**config.mk**
```make
export PLATFORM = sky130hd
export DESIGN_NAME = rhht_ctrl
export DESIGN_NICKNAME = d
export VERILOG_FILES = /design/src/rtl/rhht_pkg.sv /design/src/rtl/rhht_ctrl.sv
export SDC_FILE = /design/constraint.sdc
export NUM_CORES = 1
export LEC_CHECK = 0
export ABC_AREA = 1
export BUFFER_PORTS_ARGS = -buffer_cell sky130_fd_sc_hd__buf_2
export CAP_MARGIN = 20
export CORE_MARGIN = 2
export CORE_UTILIZATION = 45
export CTS_CLUSTER_DIAMETER = 100
export DETAILED_ROUTE_END_ITERATION = 12
export PLACE_DENSITY = 0.78
export SETUP_SLACK_MARGIN = 0.5
export SLEW_MARGIN = 20
export SYNTH_ARGS = -nofsm -noshare
export SYNTH_HDL_FRONTEND = slang
export SYNTH_SLANG_ARGS = --single-unit
```
**constraint.sdc**
```tcl
create_clock -name clk -period 1.45 [get_ports clk]
set_input_delay 0.145 -clock clk [delete_from_list [all_inputs] [get_ports clk]]
set_output_delay 0.145 -clock clk [all_outputs]
set_load 0.1 [all_outputs]
```
**src/rtl/rhht_pkg.sv**
```systemverilog
package rhht_pkg;

  typedef enum logic [1:0] {
    CMD_INSERT = 2'd0,
    CMD_FIND   = 2'd1,
    CMD_REMOVE = 2'd2
  } op_t;

  typedef enum logic [1:0] {
    ST_OK        = 2'd0,
    ST_NOT_FOUND = 2'd1,
    ST_FULL      = 2'd2
  } status_t;

  typedef enum logic [3:0] {
    S_CLEAR,
    S_IDLE,
    S_HASH,
    S_DISPATCH,
    S_WALK_RD,
    S_WALK_CHK,
    S_SH_RD,
    S_SH_CHK,
    S_SH_END,
    S_RESP
  } state_t;

  typedef struct packed {
    logic    clr_write;
    logic    load;
    logic    mod_step;
    logic    walk_init;
    logic    rd;
    logic    advance;
    logic    ins_write;
    logic    ins_swap;
    logic    take_value;
    logic    shift_init;
    logic    shift_move;
    logic    shift_end;
    logic    cnt_inc;
    logic    cnt_dec;
    logic    res_load;
    status_t res_status;
    logic    res_with_value;
  } ctrl_cmd_t;

  typedef struct packed {
    logic       clr_last;
    logic       mod_done;
    logic       full;
    logic [1:0] op;
    logic       slot_valid;
    logic       key_match;
    logic       dist_gt_probe;
    logic       cp_gt_probe;
    logic       probe_zero;
    logic       n_last;
    logic       out_busy;
  } dp_stat_t;

endpackage

```
**src/rtl/rhht_ctrl.sv**
```systemverilog
module rhht_ctrl (
  input  logic                clk,
  input  logic                rst,
  input  logic                in_valid,
  output logic                in_stall,
  input  rhht_pkg::dp_stat_t  st,
  output rhht_pkg::ctrl_cmd_t cmd
);
  import rhht_pkg::*;

  state_t  state, state_next;
  status_t res_code, res_code_next;
  logic    res_val, res_val_next;

  always_ff @(posedge clk) begin
    if (rst) begin
      state    <= S_CLEAR;
      res_code <= ST_OK;
      res_val  <= 1'b0;
    end else begin
      state    <= state_next;
      res_code <= res_code_next;
      res_val  <= res_val_next;
    end
  end

  always_comb begin
    state_next         = state;
    res_code_next      = res_code;
    res_val_next       = res_val;
    cmd                = '0;
    cmd.res_status     = res_code;
    cmd.res_with_value = res_val;
    in_stall           = (state != S_IDLE);
    unique case (state)
      S_CLEAR: begin
        cmd.clr_write = 1'b1;
        if (st.clr_last) state_next = S_IDLE;
      end
      S_IDLE: begin
        if (in_valid) begin
          cmd.load   = 1'b1;
          state_next = S_HASH;
        end
      end
      S_HASH: begin
        cmd.mod_step = 1'b1;
        if (st.mod_done) state_next = S_DISPATCH;
      end
      S_DISPATCH: begin
        res_val_next = 1'b0;
        if (st.op == CMD_INSERT && st.full) begin
          res_code_next = ST_FULL;
          state_next    = S_RESP;
        end else if (st.op == CMD_INSERT || st.op == CMD_FIND || st.op == CMD_REMOVE) begin
          cmd.walk_init = 1'b1;
          state_next    = S_WALK_RD;
        end else begin
          res_code_next = ST_NOT_FOUND;
          state_next    = S_RESP;
        end
      end
      S_WALK_RD: begin
        cmd.rd     = 1'b1;
        state_next = S_WALK_CHK;
      end
      S_WALK_CHK: begin
        if (st.op == CMD_INSERT) begin
          if (!st.slot_valid) begin
            cmd.ins_write = 1'b1;
            cmd.cnt_inc   = 1'b1;
            res_code_next = ST_OK;
            state_next    = S_RESP;
          end else begin
            if (st.cp_gt_probe) begin
              cmd.ins_write = 1'b1;
              cmd.ins_swap  = 1'b1;
            end
            cmd.advance = 1'b1;
            state_next  = S_WALK_RD;
          end
        end else if (!st.slot_valid || st.dist_gt_probe) begin
          res_code_next = ST_NOT_FOUND;
          state_next    = S_RESP;
        end else if (st.key_match) begin
          cmd.take_value = 1'b1;
          res_code_next  = ST_OK;
          res_val_next   = 1'b1;
          if (st.op == CMD_REMOVE) begin
            cmd.shift_init = 1'b1;
            cmd.cnt_dec    = 1'b1;
            state_next     = S_SH_RD;
          end else begin
            state_next = S_RESP;
          end
        end else if (st.n_last) begin
          res_code_next = ST_NOT_FOUND;
          state_next    = S_RESP;
        end else begin
          cmd.advance = 1'b1;
          state_next  = S_WALK_RD;
        end
      end
      S_SH_RD: begin
        cmd.rd     = 1'b1;
        state_next = S_SH_CHK;
      end
      S_SH_CHK: begin
        if (!st.slot_valid || st.probe_zero) begin
          cmd.shift_end = 1'b1;
          state_next    = S_RESP;
        end else begin
          cmd.shift_move = 1'b1;
          state_next     = st.n_last ? S_SH_END : S_SH_RD;
        end
      end
      S_SH_END: begin
        cmd.shift_end = 1'b1;
        state_next    = S_RESP;
      end
      S_RESP: begin
        if (!st.out_busy) begin
          cmd.res_load = 1'b1;
          state_next   = S_IDLE;
        end
      end
      default: state_next = S_CLEAR;
    endcase
  end

endmodule

```
==> results.ini, run 1 <==
[place]
buffer_ports.inserted=33
place_congestion=0.870
dp_hpwl_um=1840
place.detailed.instances=170

[synthesis]
synth_ff_type=dfxtp_1
synth_warnings=0
yosys-top-cells-count=nand2_1 (30), inv_1 (22), nor2_1 (17)
synth_cell_types=23
synth_area_per_cell_um2=5.74
synth_fp_nets=137
yosys_register_bits=7
post_synth_main_area_contributors=dfxtp_1 (20%), nand2_1 (16%), inv_1 (12%), nor2_1 (9.1%), nand3_1 (6.4%)
synthMostInstantiatedCell=nand2_1
post-synth-top-area-fraction=0.200
ys_async_sr_fraction=0
synthesis.instances=122
post_synth_edffs=0
synth.cell_area_um2=701
synth_area_leader_cell=dfxtp_1
synth_seq_area_share=0.200

[clock_tree]
cts.htree.levels=1
ctsRootBufferMaster=clkbuf_4
max-clock-path-buffers=2
cts_made_buffers=3
numClockSinks=7

[outcome]
stop_stage=5_1_grt
error=[ERROR DPL-0038] Utilization greater than 100%, impossible to legalize
outcome=aborted with a tool error

[die]
num_rows=14
num_io_pins=34
effective_utilization_at_floorplan=0.471
die_h_um=43.5
chipWidth_um=43.5

[global_route]
pin_count_of_the_biggest_net_entering_global_routing=8

[timing]
timing.worst_endpoint.kind=output port
crit_endpoint=cmd[8]

## cell families after synthesis
family | after synthesis | synth area share
simple gates | 73 | 0.529
buf+inv | 30 | 0.171
compound gates | 12 | 0.100
flops | 7 | 0.200
## per-stage QoR
step                      instance area [um2]  setup WS, ps  hold WS [ps]
after floorplan                           848          -233           198
after global placement                   1260           168           383
after detailed placement                 1260           125           398
after CTS                                1460          -118           147
## what timing repair did
action,in CTS
setup buffers,8
endpoints found under the setup margin,26
hold buffers,0
pin swaps,7
gates resized for setup,32
==> run 2, diff against run 1 <==
- CORE_AREA: not set -> 2 2 63 65
- CORE_MARGIN: 2 -> not set
- CORE_UTILIZATION: 45 -> not set
- CTS_CLUSTER_DIAMETER: 100 -> not set
- DIE_AREA: not set -> 0 0 65 67
- PLACE_DENSITY: 0.78 -> not set
- PLACE_DENSITY_LB_ADDON: not set -> 0.15
- SETUP_SLACK_MARGIN: 0.5 -> not set
==> results.ini, run 2 <==
[layout]
layout-area-overhead-vs-synth_pct=104
fin_nets=184
regArea_um2=153
final_core_util=0.397
fin_cells=216
multi_input_area_um2=553
most_common_cell_after_layout_fill_and_taps_aside=nand2_1
largest_register_ffs=4
commonest_cells_after_routing_fill_and_taps_aside=nand2_1 (26), buf_2 (17), buf_12 (16)
drive_gt1_frac=0.548
largest_register=state
postLayoutCellArea_um2=1430
num_antenna_cells=0
num-fill-cells=379
top_regs=state (4), res_code (2), res_val (1)

[synthesis]
ys_async_sr_fraction=0  ; unchanged
synth_fp_nets=137  ; unchanged
synthesis.instances=122  ; unchanged
synthMostInstantiatedCell=nand2_1  ; unchanged
post-synth-top-area-fraction=0.200  ; unchanged
synth_area_per_cell_um2=5.74  ; unchanged
synth.cell_area_um2=701  ; unchanged
post_synth_main_area_contributors=dfxtp_1 (20%), nand2_1 (16%), inv_1 (12%), nor2_1 (9.1%), nand3_1 (6.4%)  ; unchanged
synth_ff_type=dfxtp_1  ; unchanged
yosys_register_bits=7  ; unchanged
synth_warnings=0  ; unchanged
synth_seq_area_share=0.200  ; unchanged
post_synth_edffs=0  ; unchanged
synth_cell_types=23  ; unchanged
synth_area_leader_cell=dfxtp_1  ; unchanged
yosys-top-cells-count=nand2_1 (30), inv_1 (22), nor2_1 (17)  ; unchanged

[clock_tree]
ctsRootBufferMaster=clkbuf_8  ; was clkbuf_4
max-clock-path-buffers=2  ; unchanged
clk_pin_slew_worst_paths_ps=40
cts_tree=yes
cts_made_buffers=3  ; unchanged
numClockSinks=7  ; unchanged
clk_latency_ps=230
cts.htree.levels=1  ; unchanged

[die]
num_rows=22  ; was 14
num_io_pins=34  ; unchanged
effective_utilization_at_floorplan=0.194  ; was 0.471
area_of_the_placeable_core_um2=3610
die_h_um=67  ; was 43.5 um
dieArea_um2=4360
chipWidth_um=65  ; was 43.5 um

[drt]
drt_first_pass_iters=4
drcViolationCount=0
detailedRoute.firstIterationViolations=31
num_vias=881
ant_nets=0
drt-vias-per-instance=4.08
routed_wl_um=2190
drt-wirelength-per-cell_um=10.1

[setup_path]
worst_path_max_delay_cell=dfxtp_2
critical_path_buf_inv_count=3
timing.critical_path.slowest_cell_delay_ps=330
reg2reg_setup_slack_ps=110
critPathTopFamily=simple AND/OR/NAND/NOR gates
path_cells=inv_2 > nand2_4 > nor2_8 > nand4_1 > clkinvlp_4 > buf_12
critical_path_start_type=flop
crit-reg2reg-launch=state[3]
worstPathArrival_ps=1390
cp-end-kind=output port
critical_path_required_ps=1310
cp_max_fo=5
critPathKind=flop to output port
regToRegEndpoint=state[3]
rr_worst_depth=10

[place]
area_after_dpl_um2=1260  ; about the same
dp_hpwl_um=1780  ; was 1840 um
place_congestion=0.776  ; was 0.870
place_ws_ps=104  ; was 125 ps
buffer_ports.inserted=33  ; unchanged
place.detailed.instances=201  ; was 170

[timing]
rsz0062_at_grt=true
setup_viol_count_final=9
max_slew.worst_pin.slew_ps=486
setup_ws_ps=-89.7
min_clock_period_post_route_ps=1540
final_hold_viol_count=0
final_min_period_over_clock_period=1.06
skew_ps=2.37
post_route_worst_hold_slack_ps=164
max_clock_freq_mhz=649
fin_setup_tns_ps=-425
timing.slew.headroom=0.679
maxSlewViolCount=0

[global_route]
pin_count_of_the_biggest_net_entering_global_routing=8
grtUsageTotal=0.114
grt_pass1_vias=862
grt_pass1_wl_um=3800
grt_remaining_overflow=0
antenna_found_initial=0

[pwr]
total_power_mw=1.72
cellLeakagePower_nw=0.656
max-vdd-ir-drop_mv=0.685
powerDensity_nw_per_um2=1200

[flow_run]
number_of_max_cap_violations=0

[hold_path]
hold_start=rst
worstHoldPathType=input port to flop
min_delay_worst_endpoint=state[0]
holdPathStages=2

[outcome]
violations=setup timing
outcome=finished with violations  ; was aborted with a tool error

run 2: cell counts after synthesis:
Identical to the previous run, type by type.
run 2: worst max path at each step:
stage | start | end | cells past startpoint
after floorplan | state[3] | res_val | 7
after global placement | state[3] | cmd[8] | 6
after detailed placement | state[3] | cmd[8] | 6
after CTS | state[3] | cmd[8] | 6
after global routing | state[3] | cmd[6] | 6
final | state[1] | cmd[8] | 6
run 2: worst reg2reg max path: cells and delay by family, from the launching register on:
family / cells / cell delay, ps
DFF: 1 / 370
and+or+nand+nor: 6 / 500
buffers and inverters: 4 / 350
run 2: per-layer routing:
metal / part of all wire / GRT usage / up-vias
li1: - / - / 464
met1: 0.40 / 0.127 / 392
met2: 0.54 / 0.205 / 21
met3: 0.045 / 0.0338 / 4
met4: 0.018 / 0.0399 / 0
met5: 0 / 0 / -
run 2: cell families (layout without fill, tap and decap cells):
group,Yosys count,after routing,share of synthesized area
simple gates,73,73,0.529
buf+inv,30,76,0.171
compound gates,12,12,0.100
flops,7,7,0.200
run 2: final cells by class:
cell class	instances	area share
clock inverters	1	0.00350
clock buffers	3	0.0289
flip-flops and latches	7	0.107
inverters	28	0.0884
repair buffers	44	0.344
well taps	48	0.0420
multi-input cells	85	0.387
run 2: what timing repair did:
action / CTS / global route
setup buffers: 6 / 5
pin swaps: 2 / 4
endpoints found under the setup margin: 7 / 12
gates resized for setup: 7 / 7
hold buffers: 0 / 0
run 2: power breakdown:
group          internal [mW]  switching (mW)  total, mW
clock                  0.187          0.0976      0.285
sequential             0.229          0.0422      0.271
combinational          0.400           0.763       1.16
total                  0.816           0.903       1.72
(Power assumes the default switching activity.)
==> run 3, diff against run 2 <==
- CAP_MARGIN: 20 -> 25
- clock period: 1.45 -> 1.85 ns (I/O delays scaled with it)
==> results.ini, run 3 (synthesized netlist as in run 2, its figures left out) <==
[outcome]
outcome=completed  ; was finished with violations

[layout]
drive_gt1_frac=0.401  ; was 0.548
most_common_cell_after_layout_fill_and_taps_aside=nand2_1  ; unchanged
num-fill-cells=408  ; was 379
fin_nets=173  ; was 184
postLayoutCellArea_um2=1050  ; was 1430 um2
layout-area-overhead-vs-synth_pct=50.2  ; was 104%
num_antenna_cells=0  ; unchanged
commonest_cells_after_routing_fill_and_taps_aside=nand2_1 (30), buf_2 (27), inv_1 (21)  ; was nand2_1 (26), buf_2 (17), buf_12 (16)
regArea_um2=140  ; was 153 um2
fin_cells=205  ; was 216
largest_register=state  ; unchanged
multi_input_area_um2=468  ; was 553 um2
top_regs=state (4), res_code (2), res_val (1)  ; unchanged
largest_register_ffs=4  ; unchanged

[clock_tree]
post_cts.repair.setup_buffers=0  ; was 6
cts.htree.levels=1  ; unchanged
numClockSinks=7  ; unchanged
clk_pin_slew_worst_paths_ps=40  ; about the same
cts_made_buffers=3  ; unchanged
ctsRootBufferMaster=clkbuf_8  ; unchanged
clk_latency_ps=220  ; was 230 ps
cts_tree=yes  ; unchanged
max-clock-path-buffers=2  ; unchanged

[timing]
min_clock_period_post_route_ps=1720
max_slew.worst_pin.slew_ps=493  ; was 486 ps
fin_setup_tns_ps=0  ; was -425 ps
setup_ws_ps=127  ; was -89.7 ps
maxSlewViolCount=0  ; unchanged
max_clock_freq_mhz=580
final_hold_viol_count=0  ; unchanged
final_min_period_over_clock_period=0.931
timing.slew.headroom=0.673  ; was 0.679
setup_viol_count_final=0  ; was 9
rsz0062_at_grt=false  ; was true
skew_ps=1.75  ; was 2.37 ps

[place]
place_congestion=0.808  ; was 0.776
place.detailed.instances=201  ; unchanged
area_after_dpl_um2=1000  ; was 1260 um2
dp_hpwl_um=1770  ; was 1780 um
buffer_ports.inserted=33  ; unchanged
place_ws_ps=304  ; was 104 ps

[setup_path]
rr_worst_depth=6  ; was 10
critical_path_start_type=flop  ; unchanged
critPathKind=flop to output port  ; unchanged
cp_max_fo=8  ; was 5
cp-end-kind=output port  ; unchanged
crit-reg2reg-launch=state[2]  ; was state[3]
crit_path_end=cmd[10]  ; was cmd[8]
critical_path_required_ps=1660  ; was 1310 ps
regToRegEndpoint=state[1]  ; was state[3]
reg2reg_setup_slack_ps=580  ; was 110 ps
worstPathArrival_ps=1540  ; was 1390 ps
critPathLaunch=state[2]  ; was state[1]

[flow_run]
number_of_max_cap_violations=0  ; unchanged

[pwr]
cellLeakagePower_nw=0.568  ; was 0.656 nW
total_power_mw=1.08  ; was 1.72 mW
powerDensity_nw_per_um2=1030  ; was 1200 nW/um2
max-vdd-ir-drop_mv=0.468  ; was 0.685 mV

[global_route]
grt_pass1_vias=731  ; was 862
antenna_found_initial=0  ; unchanged
grt_remaining_overflow=0  ; unchanged
pin_count_of_the_biggest_net_entering_global_routing=9  ; was 8
grt_pass1_wl_um=3220  ; was 3800 um
grtUsageTotal=0.0973  ; was 0.114

[drt]
drt-wirelength-per-cell_um=9.77  ; was 10.1 um
ant_nets=0  ; unchanged
drt_first_pass_iters=4  ; unchanged
drcViolationCount=0  ; unchanged
num_vias=828  ; was 881
detailedRoute.firstIterationViolations=23  ; was 31
routed_wl_um=2000  ; was 2190 um
drt-vias-per-instance=4.04  ; was 4.08

[die]
num_rows=22  ; unchanged
num_io_pins=34  ; unchanged
chipWidth_um=65  ; unchanged
die_h_um=67  ; unchanged
effective_utilization_at_floorplan=0.194  ; unchanged
area_of_the_placeable_core_um2=3610  ; unchanged
dieArea_um2=4360  ; unchanged

[hold_path]
worstHoldPathType=input port to flop  ; unchanged

[run 3: cell types whose count changed in the layout (fill, tap and decap cells not counted), sizes merged]
cell	before	now
buf	44	31
clkbuf	3	6
clkinv	1	0
clkinvlp	3	1
inv	25	27
[run 3: metrics by stage]
stage,hold slack [ps],utilization
after CTS,211,0.290
after global routing,227,0.292
after detailed placement,451,0.278
after global placement,448,0.278
final,221,0.292
after floorplan,247,-
[run 3: how the worst min path moves through the flow]
| stage | startpoint | endpoint | slack, ps | cells past startpoint |
|---|---|---|---|---|
| 2_1_floorplan | rst | state[0] | 250 | 1 |
| 3_3_place_gp | rst | state[0] | 450 | 2 |
| 3_5_place_dp | rst | state[0] | 450 | 2 |
| 4_1_cts | rst | state[0] | 210 | 2 |
| 5_1_grt | rst | state[0] | 230 | 2 |
| 6_report | rst | state[0] | 220 | 2 |
[run 3: critical path, cell delays in order, from the launching register on]
cell	delay, ps
dfxtp_1	400
nand2_2	130
nor2_8	160
inv_2	90
nor2_2	100
buf_2	420
[run 3: cell type report]
type,instances,area share
well taps,48,0.0571
multi-input cells,85,0.445
repair buffers,33,0.219
flip-flops and latches,7,0.133
clock buffers,4,0.0428
inverters,28,0.103
[run 3: metal layers]
layer	share of wire	global-route usage	up-vias
met1	0.45	0.118	363
met3	0.086	0.0456	0
met4	0	0.00798	0
met2	0.46	0.162	23
met5	0	0	-
li1	-	-	442
[run 3: where the power goes]
part	internal (mW)	total, mW	switching, mW
registers	0.173	0.200	0.0269
clock network	0.149	0.212	0.0635
logic	0.140	0.670	0.530
[run 3: what timing repair did]
action	in CTS	in global routing
endpoints found under the setup margin	0	2
endpoints found under the hold margin	0	0
resized for setup	0	2
hold buffers	0	0
==> run 4, diff against run 3 <==
- CTS_BUF_LIST: not set -> sky130_fd_sc_hd__clkbuf_16
==> results.ini, run 4 (synthesized netlist as in run 2, its figures left out) <==
[layout]
final_core_util=0.301  ; was 0.292
fin_nets=173  ; unchanged
num-fill-cells=405  ; was 408
num_antenna_cells=0  ; unchanged
most_common_cell_after_layout_fill_and_taps_aside=nand2_1  ; unchanged
drive_gt1_frac=0.401  ; unchanged
largest_register_ffs=4  ; unchanged
top_regs=state (4), res_code (2), res_val (1)  ; unchanged
commonest_cells_after_routing_fill_and_taps_aside=nand2_1 (30), buf_2 (27), inv_1 (22)  ; was nand2_1 (30), buf_2 (27), inv_1 (21)
postLayoutCellArea_um2=1090  ; was 1050 um2
layout-area-overhead-vs-synth_pct=55.0  ; was 50.2%
largest_register=state  ; unchanged

[timing]
maxSlewViolCount=0  ; unchanged
max_clock_freq_mhz=579  ; was 580 MHz
setup_viol_count_final=0  ; unchanged
min_clock_period_post_route_ps=1730  ; was 1720 ps
final_hold_viol_count=0  ; unchanged
timing.slew.headroom=0.673  ; about the same
fin_setup_tns_ps=0  ; unchanged
max_slew.worst_pin.slew_ps=493  ; about the same
skew_ps=1.34  ; was 1.75 ps
post_route_worst_hold_slack_ps=219  ; was 221 ps
rsz0062_at_grt=false  ; unchanged
final_min_period_over_clock_period=0.933  ; was 0.931

[clock_tree]
cts_tree=yes  ; unchanged
ctsRootBufferMaster=clkbuf_16  ; was clkbuf_8
post_cts.repair.setup_buffers=0  ; unchanged
cts.htree.levels=1  ; unchanged
clk_latency_ps=230  ; was 220 ps
max-clock-path-buffers=2  ; unchanged
cts_hold_repair.buffers=0  ; unchanged
numClockSinks=7  ; unchanged
cts_repair_resized_insts=0  ; unchanged
clk_pin_slew_worst_paths_ps=40  ; about the same
cts_made_buffers=3  ; unchanged

[pwr]
max-vdd-ir-drop_mv=0.509  ; was 0.468 mV
switching_share=0.516  ; was 0.573
sequentialPowerShare=0.163  ; was 0.185
net_switching_component_of_the_power_uw=633  ; was 620 uW
powerDensity_nw_per_um2=1130  ; was 1030 nW/um2
combinationalPowerShare=0.546  ; was 0.619
cellInternalPower_uw=594  ; was 462 uW
total_power_mw=1.23  ; was 1.08 mW
cellLeakagePower_nw=0.587  ; was 0.568 nW
pwr-share-clk=0.291  ; was 0.196

[die]
num_io_pins=34  ; unchanged
num_rows=22  ; unchanged
area_of_the_placeable_core_um2=3610  ; unchanged
chipWidth_um=65  ; unchanged
dieArea_um2=4360  ; unchanged
die_h_um=67  ; unchanged
effective_utilization_at_floorplan=0.194  ; unchanged

[global_route]
grt_pass1_vias=729  ; was 731
pin_count_of_the_biggest_net_entering_global_routing=9  ; unchanged
grt_pass1_wl_um=3240  ; was 3220 um
grtUsageTotal=0.0979  ; was 0.0973
grt_remaining_overflow=0  ; unchanged
antenna_found_initial=0  ; unchanged

[setup_path]
cp-end-kind=output port  ; unchanged
worstPathArrival_ps=1540  ; about the same
critPathKind=flop to output port  ; unchanged
critical_path_required_ps=1660  ; about the same
regToRegEndpoint=state[1]  ; unchanged
crit_path_end=cmd[10]  ; unchanged
rr_worst_depth=6  ; unchanged
critPathLaunch=state[2]  ; unchanged
crit-reg2reg-launch=state[2]  ; unchanged
cp_max_fo=8  ; unchanged
critical_path_start_type=flop  ; unchanged
reg2reg_setup_slack_ps=580  ; about the same

[place]
dp_hpwl_um=1770  ; unchanged
place_congestion=0.808  ; unchanged
buffer_ports.inserted=33  ; unchanged
area_after_dpl_um2=1000  ; unchanged

[drt]
drt-wirelength-per-cell_um=9.79  ; was 9.77 um
drt-vias-per-instance=4.03  ; was 4.04
drt_first_pass_iters=4  ; unchanged
routed_wl_um=2010  ; was 2000 um
detailedRoute.firstIterationViolations=19  ; was 23
drcViolationCount=0  ; unchanged
ant_nets=0  ; unchanged
num_vias=827  ; was 828

[hold_path]
worstHoldPathType=input port to flop  ; unchanged

[flow_run]
number_of_max_cap_violations=0  ; unchanged

[outcome]
outcome=completed  ; unchanged

[run 4: worst min path at each step]
| stage | start | depth (start not counted) | slack [ps] | to |
|---|---|---|---|---|
| global placement | rst | 2 | 450 | state[0] |
| CTS | rst | 2 | 210 | state[0] |
| finish | rst | 2 | 220 | state[0] |
| global route | rst | 2 | 230 | state[0] |
| detailed placement | rst | 2 | 450 | state[0] |
| floorplan | rst | 1 | 250 | state[0] |
[run 4: stage by stage]
step / setup slack (ps) / std cells
4_1_cts: 63.2 / 205
6_report: 124 / 205
2_1_floorplan: -303 / 122
3_3_place_gp: 336 / 201
5_1_grt: 23.7 / 205
3_5_place_dp: 304 / 201
[run 4: critical path, stage by stage (launching register included)]
cell,delay [ps]
dfxtp_1,400
nand2_2,130
nor2_8,160
inv_2,90
nor2_2,100
buf_2,420
[run 4: layout make-up]
| type | instances | area (um2) | share of cell area |
|---|---|---|---|
| inverter | 28 | 109 | 0.100 |
| clock buffer | 3 | 75.1 | 0.0691 |
| sequential | 7 | 140 | 0.129 |
| timing repair buffer | 33 | 230 | 0.212 |
| multi-input combinational | 85 | 468 | 0.431 |
| clock inverter | 1 | 3.75 | 0.00346 |
| tap | 48 | 60.1 | 0.0553 |
[run 4: routing by layer]
layer / up-vias / wire, um / global-route usage / part of all wire
li1: 444 / - / - / -
met5: - / 0 / 0 / 0
met1: 361 / 910 / 0.118 / 0.45
met2: 22 / 934 / 0.165 / 0.47
met4: 0 / 0 / 0.00798 / 0
met3: 0 / 161 / 0.0456 / 0.080
[run 4: power by group through the flow]
stage / clock network (mW) / registers [mW] / logic (mW)
6_report: 0.357 / 0.200 / 0.669
2_1_floorplan: 0 / 0.208 / 0.554
3_5_place_dp: 0 / 0.203 / 0.672
4_1_cts: 0.368 / 0.200 / 0.673
5_1_grt: 0.380 / 0.203 / 0.705
3_3_place_gp: 0 / 0.202 / 0.673
